`src/sv/blg_pkg.sv`:
```
// Shared constants and types for the line rasterizer.
package blg_pkg;

  // Default coordinate width and queue depth
  localparam int COORD_BITS_DEF  = 10;
  localparam int QUEUE_DEPTH_DEF = 2;

  // Input item kinds
  localparam logic KIND_START   = 1'b0;
  localparam logic KIND_ADVANCE = 1'b1;

  // Control bits of one classified transaction
  typedef struct packed {
    logic kind;
    logic steep;
    logic dir_neg;
  } blg_ctl_t;

  localparam int CTL_BITS = $bits(blg_ctl_t);

endpackage

```
`src/sv/blg_front.sv`:
```
// Front end: classify input transactions and set up lines in major/minor axes.
module blg_front #(
  parameter int COORD_BITS = blg_pkg::COORD_BITS_DEF
) (
  input  logic                                      kind,
  input  logic [COORD_BITS-1:0]                     x_start,
  input  logic [COORD_BITS-1:0]                     y_start,
  input  logic [COORD_BITS-1:0]                     x_end,
  input  logic [COORD_BITS-1:0]                     y_end,
  output logic [5*COORD_BITS+blg_pkg::CTL_BITS-1:0] entry
);
  import blg_pkg::*;

  logic [COORD_BITS-1:0] dx, dy;
  logic                  steep;
  logic [COORD_BITS-1:0] ma, na, mb, nb;
  logic [COORD_BITS-1:0] maj_lo, maj_hi, min_lo, min_hi;
  logic [COORD_BITS-1:0] major_delta, minor_delta;
  logic                  dir_neg;
  blg_ctl_t              ctl;

  // Measure extents and pick the major axis
  assign dx    = (x_start > x_end) ? (x_start - x_end) : (x_end - x_start);
  assign dy    = (y_start > y_end) ? (y_start - y_end) : (y_end - y_start);
  assign steep = (dy > dx);

  always_comb begin
    if (steep) begin
      ma = y_start;
      na = x_start;
      mb = y_end;
      nb = x_end;
    end else begin
      ma = x_start;
      na = y_start;
      mb = x_end;
      nb = y_end;
    end
  end

  // Order the ends so the major coordinate increases
  always_comb begin
    if (ma > mb) begin
      maj_lo = mb;
      maj_hi = ma;
      min_lo = nb;
      min_hi = na;
    end else begin
      maj_lo = ma;
      maj_hi = mb;
      min_lo = na;
      min_hi = nb;
    end
  end

  assign major_delta = maj_hi - maj_lo;
  assign minor_delta = (min_lo > min_hi) ? (min_lo - min_hi) : (min_hi - min_lo);
  assign dir_neg     = !(min_lo < min_hi);

  assign ctl.kind    = kind;
  assign ctl.steep   = steep;
  assign ctl.dir_neg = dir_neg;

  // Pack the classified transaction for the queue
  assign entry = {ctl, maj_lo, maj_hi, min_lo, major_delta, minor_delta};

endmodule

```
`src/sv/blg_queue.sv`:
```
// Short FIFO that decouples the front end from the stepper.
module blg_queue #(
  parameter int DATA_W = 8,
  parameter int DEPTH  = blg_pkg::QUEUE_DEPTH_DEF
) (
  input  logic              clk,
  input  logic              rst_n,
  input  logic              push,
  input  logic [DATA_W-1:0] push_data,
  output logic              full,
  input  logic              pop,
  output logic [DATA_W-1:0] pop_data,
  output logic              empty
);
  import blg_pkg::*;

  localparam int PW = (DEPTH > 1) ? $clog2(DEPTH) : 1;
  localparam int CW = $clog2(DEPTH + 1);

  logic [DATA_W-1:0] slot_r [DEPTH];
  logic [PW-1:0]     wptr_r, wptr_nxt;
  logic [PW-1:0]     rptr_r, rptr_nxt;
  logic [CW-1:0]     cnt_r, cnt_nxt;

  assign full     = (cnt_r == CW'(DEPTH));
  assign empty    = (cnt_r == '0);
  assign pop_data = slot_r[rptr_r];

  // Advance pointers with explicit wrap
  always_comb begin
    wptr_nxt = wptr_r;
    rptr_nxt = rptr_r;
    cnt_nxt  = cnt_r;
    if (push) begin
      wptr_nxt = (wptr_r == PW'(DEPTH - 1)) ? '0 : wptr_r + 1'b1;
    end
    if (pop) begin
      rptr_nxt = (rptr_r == PW'(DEPTH - 1)) ? '0 : rptr_r + 1'b1;
    end
    if (push && !pop) begin
      cnt_nxt = cnt_r + 1'b1;
    end else if (pop && !push) begin
      cnt_nxt = cnt_r - 1'b1;
    end
  end

  always_ff @(posedge clk) begin
    if (!rst_n) begin
      wptr_r <= '0;
      rptr_r <= '0;
      cnt_r  <= '0;
    end else begin
      wptr_r <= wptr_nxt;
      rptr_r <= rptr_nxt;
      cnt_r  <= cnt_nxt;
    end
  end

  // Store the pushed transaction
  always_ff @(posedge clk) begin
    if (push) begin
      slot_r[wptr_r] <= push_data;
    end
  end

  a_cnt_bound: assert property (@(posedge clk) disable iff (!rst_n)
    cnt_r <= CW'(DEPTH))
    else $error("queue count exceeds depth");

  a_cnt_track: assert property (@(posedge clk) disable iff (!rst_n)
    (push && !pop) |=> (cnt_r == $past(cnt_r) + 1'b1))
    else $error("queue count missed a push");

  a_ptr_gap: assert property (@(posedge clk) disable iff (!rst_n)
    (empty || full) |-> (wptr_r == rptr_r))
    else $error("queue pointers disagree with count");

endmodule

```
`src/sv/blg_back.sv`:
```
// Back end: step the active line one pixel per transaction and hold the result.
module blg_back #(
  parameter int COORD_BITS = blg_pkg::COORD_BITS_DEF
) (
  input  logic                                      clk,
  input  logic                                      rst_n,
  input  logic                                      q_empty,
  input  logic [5*COORD_BITS+blg_pkg::CTL_BITS-1:0] q_data,
  output logic                                      q_pop,
  output logic                                      out_valid,
  input  logic                                      out_ready,
  output logic                                      out_point_valid,
  output logic [COORD_BITS-1:0]                     out_point_x,
  output logic [COORD_BITS-1:0]                     out_point_y,
  output logic                                      out_last_point,
  output logic                                      out_idle
);
  import blg_pkg::*;

  localparam int CB = COORD_BITS;
  localparam int EW = CB + 2;

  // Unpacked queue entry
  blg_ctl_t        e_ctl;
  logic [CB-1:0]   e_major_pos, e_major_stop, e_minor_pos, e_major_delta, e_minor_delta;

  // Line state
  logic            active_r, active_nxt;
  logic            steep_r, steep_nxt;
  logic [CB-1:0]   major_pos_r, major_pos_nxt;
  logic [CB-1:0]   major_stop_r, major_stop_nxt;
  logic [CB-1:0]   minor_pos_r, minor_pos_nxt;
  logic [CB-1:0]   major_delta_r, major_delta_nxt;
  logic [CB-1:0]   minor_delta_r, minor_delta_nxt;
  logic            dir_neg_r, dir_neg_nxt;
  logic [EW-1:0]   err_r, err_nxt;

  // Output register
  logic            out_valid_r, out_valid_nxt;
  logic            pv_r, pv_nxt;
  logic [CB-1:0]   px_r, px_nxt;
  logic [CB-1:0]   py_r, py_nxt;
  logic            last_r, last_nxt;
  logic            idle_r, idle_nxt;

  logic [EW-1:0]   err_sub;
  logic [CB-1:0]   major_inc;

  assign {e_ctl, e_major_pos, e_major_stop, e_minor_pos, e_major_delta, e_minor_delta} = q_data;

  // Take a transaction whenever the output register is free or draining
  assign q_pop = !q_empty && (!out_valid_r || out_ready);

  assign err_sub   = err_r - {2'b00, minor_delta_r};
  assign major_inc = major_pos_r + 1'b1;

  always_comb begin
    active_nxt      = active_r;
    steep_nxt       = steep_r;
    major_pos_nxt   = major_pos_r;
    major_stop_nxt  = major_stop_r;
    minor_pos_nxt   = minor_pos_r;
    major_delta_nxt = major_delta_r;
    minor_delta_nxt = minor_delta_r;
    dir_neg_nxt     = dir_neg_r;
    err_nxt         = err_r;
    out_valid_nxt   = out_valid_r && !out_ready;
    pv_nxt          = pv_r;
    px_nxt          = px_r;
    py_nxt          = py_r;
    last_nxt        = last_r;
    idle_nxt        = idle_r;
    if (q_pop) begin
      out_valid_nxt = 1'b1;
      pv_nxt        = 1'b0;
      px_nxt        = '0;
      py_nxt        = '0;
      last_nxt      = 1'b0;
      if (e_ctl.kind == KIND_START) begin
        // Load a new line, dropping any line in progress
        steep_nxt       = e_ctl.steep;
        dir_neg_nxt     = e_ctl.dir_neg;
        major_pos_nxt   = e_major_pos;
        major_stop_nxt  = e_major_stop;
        minor_pos_nxt   = e_minor_pos;
        major_delta_nxt = e_major_delta;
        minor_delta_nxt = e_minor_delta;
        err_nxt         = {3'b000, e_major_delta[CB-1:1]};
        active_nxt      = (e_major_delta != '0);
        idle_nxt        = (e_major_delta == '0);
      end else if (active_r) begin
        // Emit the current pixel and advance one step
        pv_nxt = 1'b1;
        px_nxt = steep_r ? minor_pos_r : major_pos_r;
        py_nxt = steep_r ? major_pos_r : minor_pos_r;
        if (err_sub[EW-1]) begin
          minor_pos_nxt = dir_neg_r ? (minor_pos_r - 1'b1) : (minor_pos_r + 1'b1);
          err_nxt       = err_sub + {2'b00, major_delta_r};
        end else begin
          err_nxt = err_sub;
        end
        major_pos_nxt = major_inc;
        if (major_inc == major_stop_r) begin
          last_nxt   = 1'b1;
          active_nxt = 1'b0;
        end
        idle_nxt = (major_inc == major_stop_r);
      end else begin
        idle_nxt = 1'b1;
      end
    end
  end

  always_ff @(posedge clk) begin
    if (!rst_n) begin
      active_r      <= 1'b0;
      steep_r       <= 1'b0;
      major_pos_r   <= '0;
      major_stop_r  <= '0;
      minor_pos_r   <= '0;
      major_delta_r <= '0;
      minor_delta_r <= '0;
      dir_neg_r     <= 1'b0;
      err_r         <= '0;
      out_valid_r   <= 1'b0;
    end else begin
      active_r      <= active_nxt;
      steep_r       <= steep_nxt;
      major_pos_r   <= major_pos_nxt;
      major_stop_r  <= major_stop_nxt;
      minor_pos_r   <= minor_pos_nxt;
      major_delta_r <= major_delta_nxt;
      minor_delta_r <= minor_delta_nxt;
      dir_neg_r     <= dir_neg_nxt;
      err_r         <= err_nxt;
      out_valid_r   <= out_valid_nxt;
    end
  end

  // Result payload
  always_ff @(posedge clk) begin
    pv_r   <= pv_nxt;
    px_r   <= px_nxt;
    py_r   <= py_nxt;
    last_r <= last_nxt;
    idle_r <= idle_nxt;
  end

  assign out_valid       = out_valid_r;
  assign out_point_valid = pv_r;
  assign out_point_x     = px_r;
  assign out_point_y     = py_r;
  assign out_last_point  = last_r;
  assign out_idle        = idle_r;

  a_active_span: assert property (@(posedge clk) disable iff (!rst_n)
    active_r |-> (major_pos_r != major_stop_r))
    else $error("active line already at its stop");

  a_last_idle: assert property (@(posedge clk) disable iff (!rst_n)
    (out_valid_r && last_r) |-> (idle_r && pv_r && !active_r))
    else $error("last pixel without going idle");

  a_empty_result: assert property (@(posedge clk) disable iff (!rst_n)
    (out_valid_r && !pv_r) |-> (px_r == '0 && py_r == '0 && !last_r))
    else $error("pixel-free result carries data");

  a_pixel_needs_line: assert property (@(posedge clk) disable iff (!rst_n)
    (q_pop && e_ctl.kind == KIND_ADVANCE && !active_r) |=> !pv_r)
    else $error("pixel emitted with no active line");

endmodule

```
`src/sv/bresenham_line_generator.sv`:
```
// Bresenham line rasterizer: front end, transaction queue and pixel stepper.
// A transaction is written into the queue, then popped by the stepper into its output register;
//   queued transactions wait their turn behind earlier ones.
// Throughput: one transaction per cycle unless out_ready stalls the output register, set by
//   the stepper's single subtract-compare-add error update per pixel.
// Reset (synchronous, active low) clears the queue, the output valid flag and the line state; the payload is not reset.
module bresenham_line_generator #(
  parameter int COORD_BITS  = blg_pkg::COORD_BITS_DEF,
  parameter int QUEUE_DEPTH = blg_pkg::QUEUE_DEPTH_DEF
) (
  input  logic                  clk,
  input  logic                  rst_n,
  input  logic                  in_valid,
  output logic                  in_ready,
  input  logic                  in_kind,
  input  logic [COORD_BITS-1:0] in_x_start,
  input  logic [COORD_BITS-1:0] in_y_start,
  input  logic [COORD_BITS-1:0] in_x_end,
  input  logic [COORD_BITS-1:0] in_y_end,
  output logic                  out_valid,
  input  logic                  out_ready,
  output logic                  out_point_valid,
  output logic [COORD_BITS-1:0] out_point_x,
  output logic [COORD_BITS-1:0] out_point_y,
  output logic                  out_last_point,
  output logic                  out_idle
);
  import blg_pkg::*;

  localparam int ENTRY_W = 5 * COORD_BITS + CTL_BITS;

  logic [ENTRY_W-1:0] f_entry;
  logic [ENTRY_W-1:0] q_data;
  logic               q_full, q_empty, q_pop, q_push;

  // Accept whenever the queue has room
  assign in_ready = !q_full;
  assign q_push   = in_valid && in_ready;

  blg_front #(.COORD_BITS(COORD_BITS)) u_front (
    .kind    (in_kind),
    .x_start (in_x_start),
    .y_start (in_y_start),
    .x_end   (in_x_end),
    .y_end   (in_y_end),
    .entry   (f_entry)
  );

  blg_queue #(.DATA_W(ENTRY_W), .DEPTH(QUEUE_DEPTH)) u_queue (
    .clk       (clk),
    .rst_n     (rst_n),
    .push      (q_push),
    .push_data (f_entry),
    .full      (q_full),
    .pop       (q_pop),
    .pop_data  (q_data),
    .empty     (q_empty)
  );

  blg_back #(.COORD_BITS(COORD_BITS)) u_back (
    .clk             (clk),
    .rst_n           (rst_n),
    .q_empty         (q_empty),
    .q_data          (q_data),
    .q_pop           (q_pop),
    .out_valid       (out_valid),
    .out_ready       (out_ready),
    .out_point_valid (out_point_valid),
    .out_point_x     (out_point_x),
    .out_point_y     (out_point_y),
    .out_last_point  (out_last_point),
    .out_idle        (out_idle)
  );

endmodule

```
`config.mk`:
```
export PLATFORM = sky130hd
export DESIGN_NAME = bresenham_line_generator
export DESIGN_NICKNAME = d
export VERILOG_FILES = /design/src/sv/blg_pkg.sv /design/src/sv/blg_front.sv /design/src/sv/blg_queue.sv /design/src/sv/blg_back.sv /design/src/sv/bresenham_line_generator.sv
export SDC_FILE = /design/constraint.sdc
export NUM_CORES = 1
export LEC_CHECK = 0
export ABC_AREA = 1
export BUFFER_PORTS_ARGS = -buffer_cell sky130_fd_sc_hd__buf_2
export CAP_MARGIN = 15
export CORE_MARGIN = 2
export CORE_UTILIZATION = 40
export DETAILED_ROUTE_END_ITERATION = 7
export GPL_TIMING_DRIVEN = 0
export SETUP_SLACK_MARGIN = 0.1
export SYNTH_ARGS = -nofsm -noshare
export SYNTH_HDL_FRONTEND = slang
export SYNTH_SLANG_ARGS = --single-unit
```
`constraint.sdc`:
```
create_clock -name clk -period 23.3 [get_ports clk]
set_input_delay 2.33 -clock clk [delete_from_list [all_inputs] [get_ports clk]]
set_output_delay 2.33 -clock clk [all_outputs]
set_load 0.02 [all_outputs]
```
**Word-level counts from Yosys, hierarchy flattened**

Memories as Yosys holds them, arrays and structs flattened. A register that Yosys moved wholly into a read port is not among the register bits.
Cells that the tools add are included.

- Flip-flop bits (word level): 93
- Memory bits (writable): 106
- Bits of input ports: 45
- Output and inout port bits: 25
- Logic and storage cells: 105
- Memories kept: 1

- Add/sub/neg operators: 16
- Order comparisons: 6
- Eq/ne operators: 4
- Multiplexer cells: 38
- Bitwise gates (word level): 1
- Reduce and logical (&&, ||, !) cells: 21

Memory list:

| memory | words | bits a word | rd ports | clocked after memory_dff | wr ports | line | text |
|---|---|---|---|---|---|---|---|
| u_queue.slot_r | 2 | 53 | 1 | 1 | 1 | blg_queue.sv:20 | `logic [DATA_W-1:0] slot_r [DEPTH];` |

Operators by type and width:

| kind | count |
|---|---|
| 10-bit two-way mux | 19 |
| 10-bit subtractor | 7 |
| 10-bit > comparator | 5 |
| 12-bit two-way mux | 3 |
| 10-bit by 1-bit adder with 10-bit output (second input constant) | 2 |
| 1-bit two-way mux | 14 |
| 12-bit by 10-bit adder with 12-bit output | 1 |
| 12-bit by 10-bit subtractor with 12-bit output | 1 |
| 10-bit == test | 1 |
| 10-bit logical NOT | 1 |
| 10-bit less-than comparator | 1 |
| 10-bit nonzero test | 1 |
| 10-bit by 1-bit subtractor with 10-bit output (second input constant) | 1 |
| 1-bit logical NOT | 7 |
| 2-bit AND reduction | 3 |
| 1-bit logical AND | 5 |
| 2-bit two-way mux | 2 |
| 2-bit != test (second input constant) | 2 |
| 3-bit AND reduction | 1 |
| 1-bit adder (second input constant) | 2 |
| 2-bit by 1-bit adder with 2-bit output (second input constant) | 1 |
| 2-bit == test (second input constant) | 1 |
| 2-bit logical NOT | 1 |
| 2-bit nonzero test | 1 |
| 3 further kinds | 3 |

**Depth between registers and ports, before layout**

- Depth in word-level cells: 8
- Depth in mapped cells: 58
- Gate-level depth less buffers: 53

**Hierarchy**

A second synthesis with hierarchy kept.

- Cells, all modules: 1,710
- Area total of the unflattened synthesis: 14,273.7 um^2

Modules (own cells, without submodules):

| module | times used | cells each | area an instance (um^2) |
|---|---|---|---|
| blg_back | 1 | 759 | 5,551.6 |
| blg_front | 1 | 748 | 4,401.7 |
| blg_queue | 1 | 200 | 4,306.6 |
| bresenham_line_generator | 1 | 3 | 13.8 |

**Worst setup path before layout**

OpenSTA, ideal clock, no wires.

- Kind: input port to flip-flop
- Start point: in in_y_start[0]
- End point: mem u_queue.slot_r[0][8] (netlist bit), data pin
- Setup time: 0.270 ns
- Data arrival time: 9.850 ns
- Required time: 23.030 ns
- Slack: 13.180 ns
- Stages: 52
- Cells stage by stage: inv_1 > ha_1 > inv_1 > fa_1 > nand2_1 > nand2_1 > a21oi_1 > nor3_1 > a211oi_1 > o21ai_0 > a21o_1 > nand2_1 > buf_1 > nor2_1 > a21oi_1 > o221ai_1 > xnor2_1 > inv_1 > [... 16 more ...] > nand2_4 > nand2_4 > buf_4 > clkbuf_1 > o21ai_0 > inv_1 > fa_1 > a21oi_1 > o21ai_0 > a21oi_1 > nor2_1 > nor2_1 > nand2_1 > nand2_1 > inv_1 > o21ai_0 > o221ai_1 > xor2_1

- Cells in the longest elaborated chain, start to end: 8
- Elaborated cells on any way between the ends: 16
- Those cells by class: add/sub: 4; order compare: 4; mux: 8

RTL lines:

| item | line | text |
|---|---|---|
| start: declaration | bresenham_line_generator.sv:17 | `input logic [COORD_BITS-1:0] in_y_start,` |
| 10-bit subtractor or 10-bit > comparator (tied branches) | blg_front.sv:24 | `assign dy = (y_start > y_end) ? (y_start - y_end) : (y_end - y_start);` |
| 10-bit two-way mux | blg_front.sv:24 |  |
| 10-bit > comparator | blg_front.sv:25 | `assign steep = (dy > dx);` |
| 10-bit two-way mux | blg_front.sv:28 | `if (steep) begin` |
| 10-bit > comparator | blg_front.sv:43 | `if (ma > mb) begin` |
| 10-bit two-way mux * | blg_front.sv:43 |  |
| net f_entry[21] | bresenham_line_generator.sv:32 | `logic [ENTRY_W-1:0] f_entry;` |
| 10-bit subtractor or 10-bit > comparator (tied branches) | blg_front.sv:57 | `assign minor_delta = (min_lo > min_hi) ? (min_lo - min_hi) : (min_hi - min_lo);` |
| 10-bit two-way mux * | blg_front.sv:57 |  |
| net f_entry[8] | bresenham_line_generator.sv:32 |  |
| end: declaration | blg_queue.sv:20 |  |

The timed path passes the listed nets; every way through them passes the cells marked *.

**Worst setup path in the final report**

- Start point: in in_y_start[0]
- End point: mem u_queue.slot_r[0][9] (netlist bit), data pin

Same word-level chain as after synthesis.

==> impl_metrics.csv <==
group,metric,value,unit
status,status,"complete, no violations",
yosys,synthesis.area,13200,µm²
floorplan,die-area,34500,µm²
setup_path,worst_ep_arrival_time,12200,ps
layout,fin_area,14800,µm²
placed_design,io_buffers,69,
setup_path,rr_endpoint,"u_back.minor_pos_r[3]$_SDFFE_PN0P_",
hold_path,hold_depth,1,
detailed_routing,drt_wl_total,35700,µm
detailed_routing,first_pass_iters,7,
yosys,synth.avg_cell_area,8.03,µm²
sta,timing.hold.ws,464,ps
detailed_routing,drc,0,
sta,fin_skew,11.6,ps
sta,tightest_slew,875,ps
clock_network,h-tree-depth,4,
layout,fillCellCount,3242,
sta,maxSlewViolCount,0,
yosys,synth_flop_cell,"edfxtp_1",
floorplan,ioPinCount,70,
detailed_routing,viasPerCell,5.11,
sta,hold_viol,0,
clock_network,cts_setup_buffers,0,
floorplan,dieWidth,186,µm
floorplan,std_cell_rows,66,
global_routing,overflow,0,
setup_path,required,23530,ps
setup_path,crit_fanout,10,
setup_path,cp_slowest_cell,"o21ai_0",
placed_design,placed_area,14200,µm²
global_routing,grt_start_max_net_pins,31,
sta,post-route-period-util,51.4,%
clock_network,clockRootBuffer,"clkbuf_16",
clock_network,post_cts_resized,0,
detailed_routing,highest_layer,"met4",
setup_path,critPathLaunch,"in_y_start[0]",
layout,num_antenna_cells,0,
global_routing,antenna_found_initial,0,
yosys,ys_ff_latch,200,
layout,drive_above_1_share,9.83,%
sta,setup_violations,0,
yosys,async_reset_ff_share,0,%
setup_path,rrSetupSlack,19680,ps
hold_path,min_from,"u_queue.rptr_r$_SDFFE_PN0P_",
yosys,synth_cell_types,52,
detailed_routing,met3_wirelength,1540,µm
sta,min_period,11980,ps
setup_path,max_stage_delay,530,ps
floorplan,initial_core_util,40.6,%
setup_path,crit_top_cell,"nand2_1",
setup_path,cp-start-kind,"input port",
global_routing,grt_pass1_vias,10743,
sta,relSlewSlack,41.3,%
sta,final.setup.tns,0,ps
global_routing,grt_pass1_wl,56300,µm
detailed_routing,drtIter0Drc,752,
yosys,synth-edff-count,129,
floorplan,coreArea,32500,µm²
detailed_routing,wl_met2,16900,µm
layout,areaGrowthSynthToFinish,12.1,%
clock_network,path_clk_slew,80,ps
global_routing,grt_usage,21.2,%
clock_network,insertion_delay,450,ps
placed_design,dp_hpwl,28500,µm
detailed_routing,ant_nets,0,
run,drv_cap,0,
hold_path,min_path_type,"reg -> reg",
yosys,synth_fp_nets,1806,
detailed_routing,wl_per_cell,16.3,µm
yosys,yosysWarningCount,0,
placed_design,place_congestion,0.920,
sta,max_freq,83.5,MHz
detailed_routing,vias,11198,
setup_path,path_class,"in -> reg",
clock_network,cts_tree,"done",
yosys,synth-seq-area-share,40.0,%
setup_path,reg2reg_depth,11,
clock_network,cts_buffers,17,
sta,rsz0062_at_grt,"no",
clock_network,holdBufCountCts,0,
layout,nets,1897,
clock_network,clock_sinks,200,
yosys,syn_inst,1646,
setup_path,end_kind,"flop",
detailed_routing,drt-met1-wl,16200,µm
floorplan,die-height,186,µm
clock_network,clk_path_buf_depth,2,
==> synthesized netlist by cell type, types with 2 or more instances <==
| cell type | count | area [µm²] |
|---|---|---|
| inv_1 | 217 | 815 |
| o21ai_1 | 10 | 50.1 |
| or2_2 | 20 | 125 |
| a221oi_1 | 2 | 17.5 |
| xor2_1 | 40 | 350 |
| nand3_4 | 2 | 35.0 |
| a21oi_1 | 120 | 601 |
| a211oi_1 | 11 | 82.6 |
| a31oi_1 | 34 | 213 |
| o21bai_1 | 4 | 30.0 |
| o21ai_0 | 177 | 886 |
| nand2_4 | 5 | 56.3 |
| nor2_4 | 3 | 33.8 |
| mux2_2 | 2 | 22.5 |
| edfxtp_1 | 129 | 3870 |
| nand2_2 | 8 | 50.1 |
| dfxtp_1 | 71 | 1420 |
| xnor2_1 | 22 | 193 |
| a21oi_2 | 4 | 35.0 |
| nor4_1 | 5 | 31.3 |
| fa_1 | 9 | 180 |
| o221ai_1 | 5 | 43.8 |
| nand3_1 | 63 | 315 |
| nor2_1 | 71 | 267 |
| mux2i_1 | 4 | 40.0 |
| nor3_1 | 3 | 15.0 |
| buf_2 | 3 | 15.0 |
| ha_1 | 106 | 1330 |
| o211ai_1 | 10 | 75.1 |
| buf_1 | 2 | 7.51 |
| buf_6 | 2 | 22.5 |
| nand3_2 | 3 | 30.0 |
| nand4_4 | 2 | 42.5 |
| a21o_1 | 6 | 45.0 |
| o21ai_2 | 6 | 52.6 |
| nand2_1 | 391 | 1470 |
| clkbuf_1 | 52 | 195 |
| o22ai_1 | 2 | 12.5 |
| nand4_1 | 5 | 31.3 |
| clkinv_1 | 3 | 11.3 |
==> logic make-up after synthesis <==
family          after synthesis  synth area share (%)
buf+inv                     283                  8.31
xor+xnor                     62                  4.11
mux                           6                 0.473
simple gates                582                  19.0
flops                       200                  40.0
fa+ha+maj                   115                  11.4
compound gates              398                  16.7
==> sequential cells by signal, indices dropped and copies added (netlist names), 10 cells and up, named ones only <==
register / flops
u_back.major_pos_r: 10
u_back.err_r: 12
u_queue.slot_r: 106
u_back.minor_delta_r: 10
u_back.out_point_x: 10
u_back.out_point_y: 10
u_back.major_delta_r: 10
u_back.major_stop_r: 10
u_back.minor_pos_r: 10
==> final cells by class <==
class	count	area, µm²	share of cell area [%]
Buffer	61	263	1.77
Clock buffer	17	425	2.87
Clock inverter	15	190	1.28
Inverter	222	836	5.64
Multi-Input combinational cell	1163	6850	46.2
Sequential cell	200	5300	35.7
Tap cell	442	553	3.73
Timing Repair Buffer	72	420	2.84
==> per-stage QoR <==
stage | instances | setup slack [ps] | utilization (%)
floorplan | 1646 | 13180 | -
global placement | 2157 | 11200 | 43.4
detailed placement | 2160 | 11090 | 43.7
CTS | 2192 | 11510 | 45.6
global route | 2192 | 10430 | 45.6
finish | 2192 | 11320 | 45.6
==> layer usage <==
layer	GRT usage [%]	up-vias
met5	0	-
met4	7.81	0
met3	2.80	57
met2	36.5	301
met1	27.0	5153
li1	-	5687
==> critical path, delay by kind of cell <==
family	cells	cell delay (ps)
AOI/OAI and AO/OA	14	2860
buffers and inverters	13	2670
and+or+nand+nor	17	2110
adders and majority gates	5	1710
xor gates and xnor gates	2	500
==> cell usage in the layout, fill, tap and decap left out, types with 6 or more instances in the layout <==
| cell type | instances |
|---|---|
| a211oi_1 | 11 |
| o21ai_1 | 10 |
| clkbuf_16 | 17 |
| nand3_1 | 63 |
| dfxtp_1 | 71 |
| xor2_1 | 40 |
| fa_1 | 9 |
| inv_1 | 217 |
| nor2_1 | 69 |
| ha_1 | 106 |
| a21oi_1 | 120 |
| a21o_1 | 6 |
| nand2_1 | 391 |
| or2_2 | 20 |
| nand2_2 | 8 |
| edfxtp_1 | 129 |
| o211ai_1 | 10 |
| buf_2 | 72 |
| a31oi_1 | 34 |
| inv_8 | 6 |
| xnor2_1 | 22 |
| clkbuf_1 | 52 |
| o21ai_0 | 177 |
| o21ai_2 | 6 |
==> how the worst max path moves through the flow <==
stage | cells past startpoint | endpoint | slack [ps]
6_report | 51 | u_queue.slot_r[0][9]$_DFFE_PP_ | 11320
5_1_grt | 51 | u_queue.slot_r[0][9]$_DFFE_PP_ | 10430
4_1_cts | 51 | u_queue.slot_r[0][9]$_DFFE_PP_ | 11510
2_1_floorplan | 52 | u_queue.slot_r[0][8]$_DFFE_PP_ | 13180
3_3_place_gp | 52 | u_queue.slot_r[0][8]$_DFFE_PP_ | 11200
3_5_place_dp | 51 | u_queue.slot_r[0][9]$_DFFE_PP_ | 11090
Power is left out: the tool's default activity adds up to more than one toggle a clock period on the data nets, which glitch-free logic cannot reach.
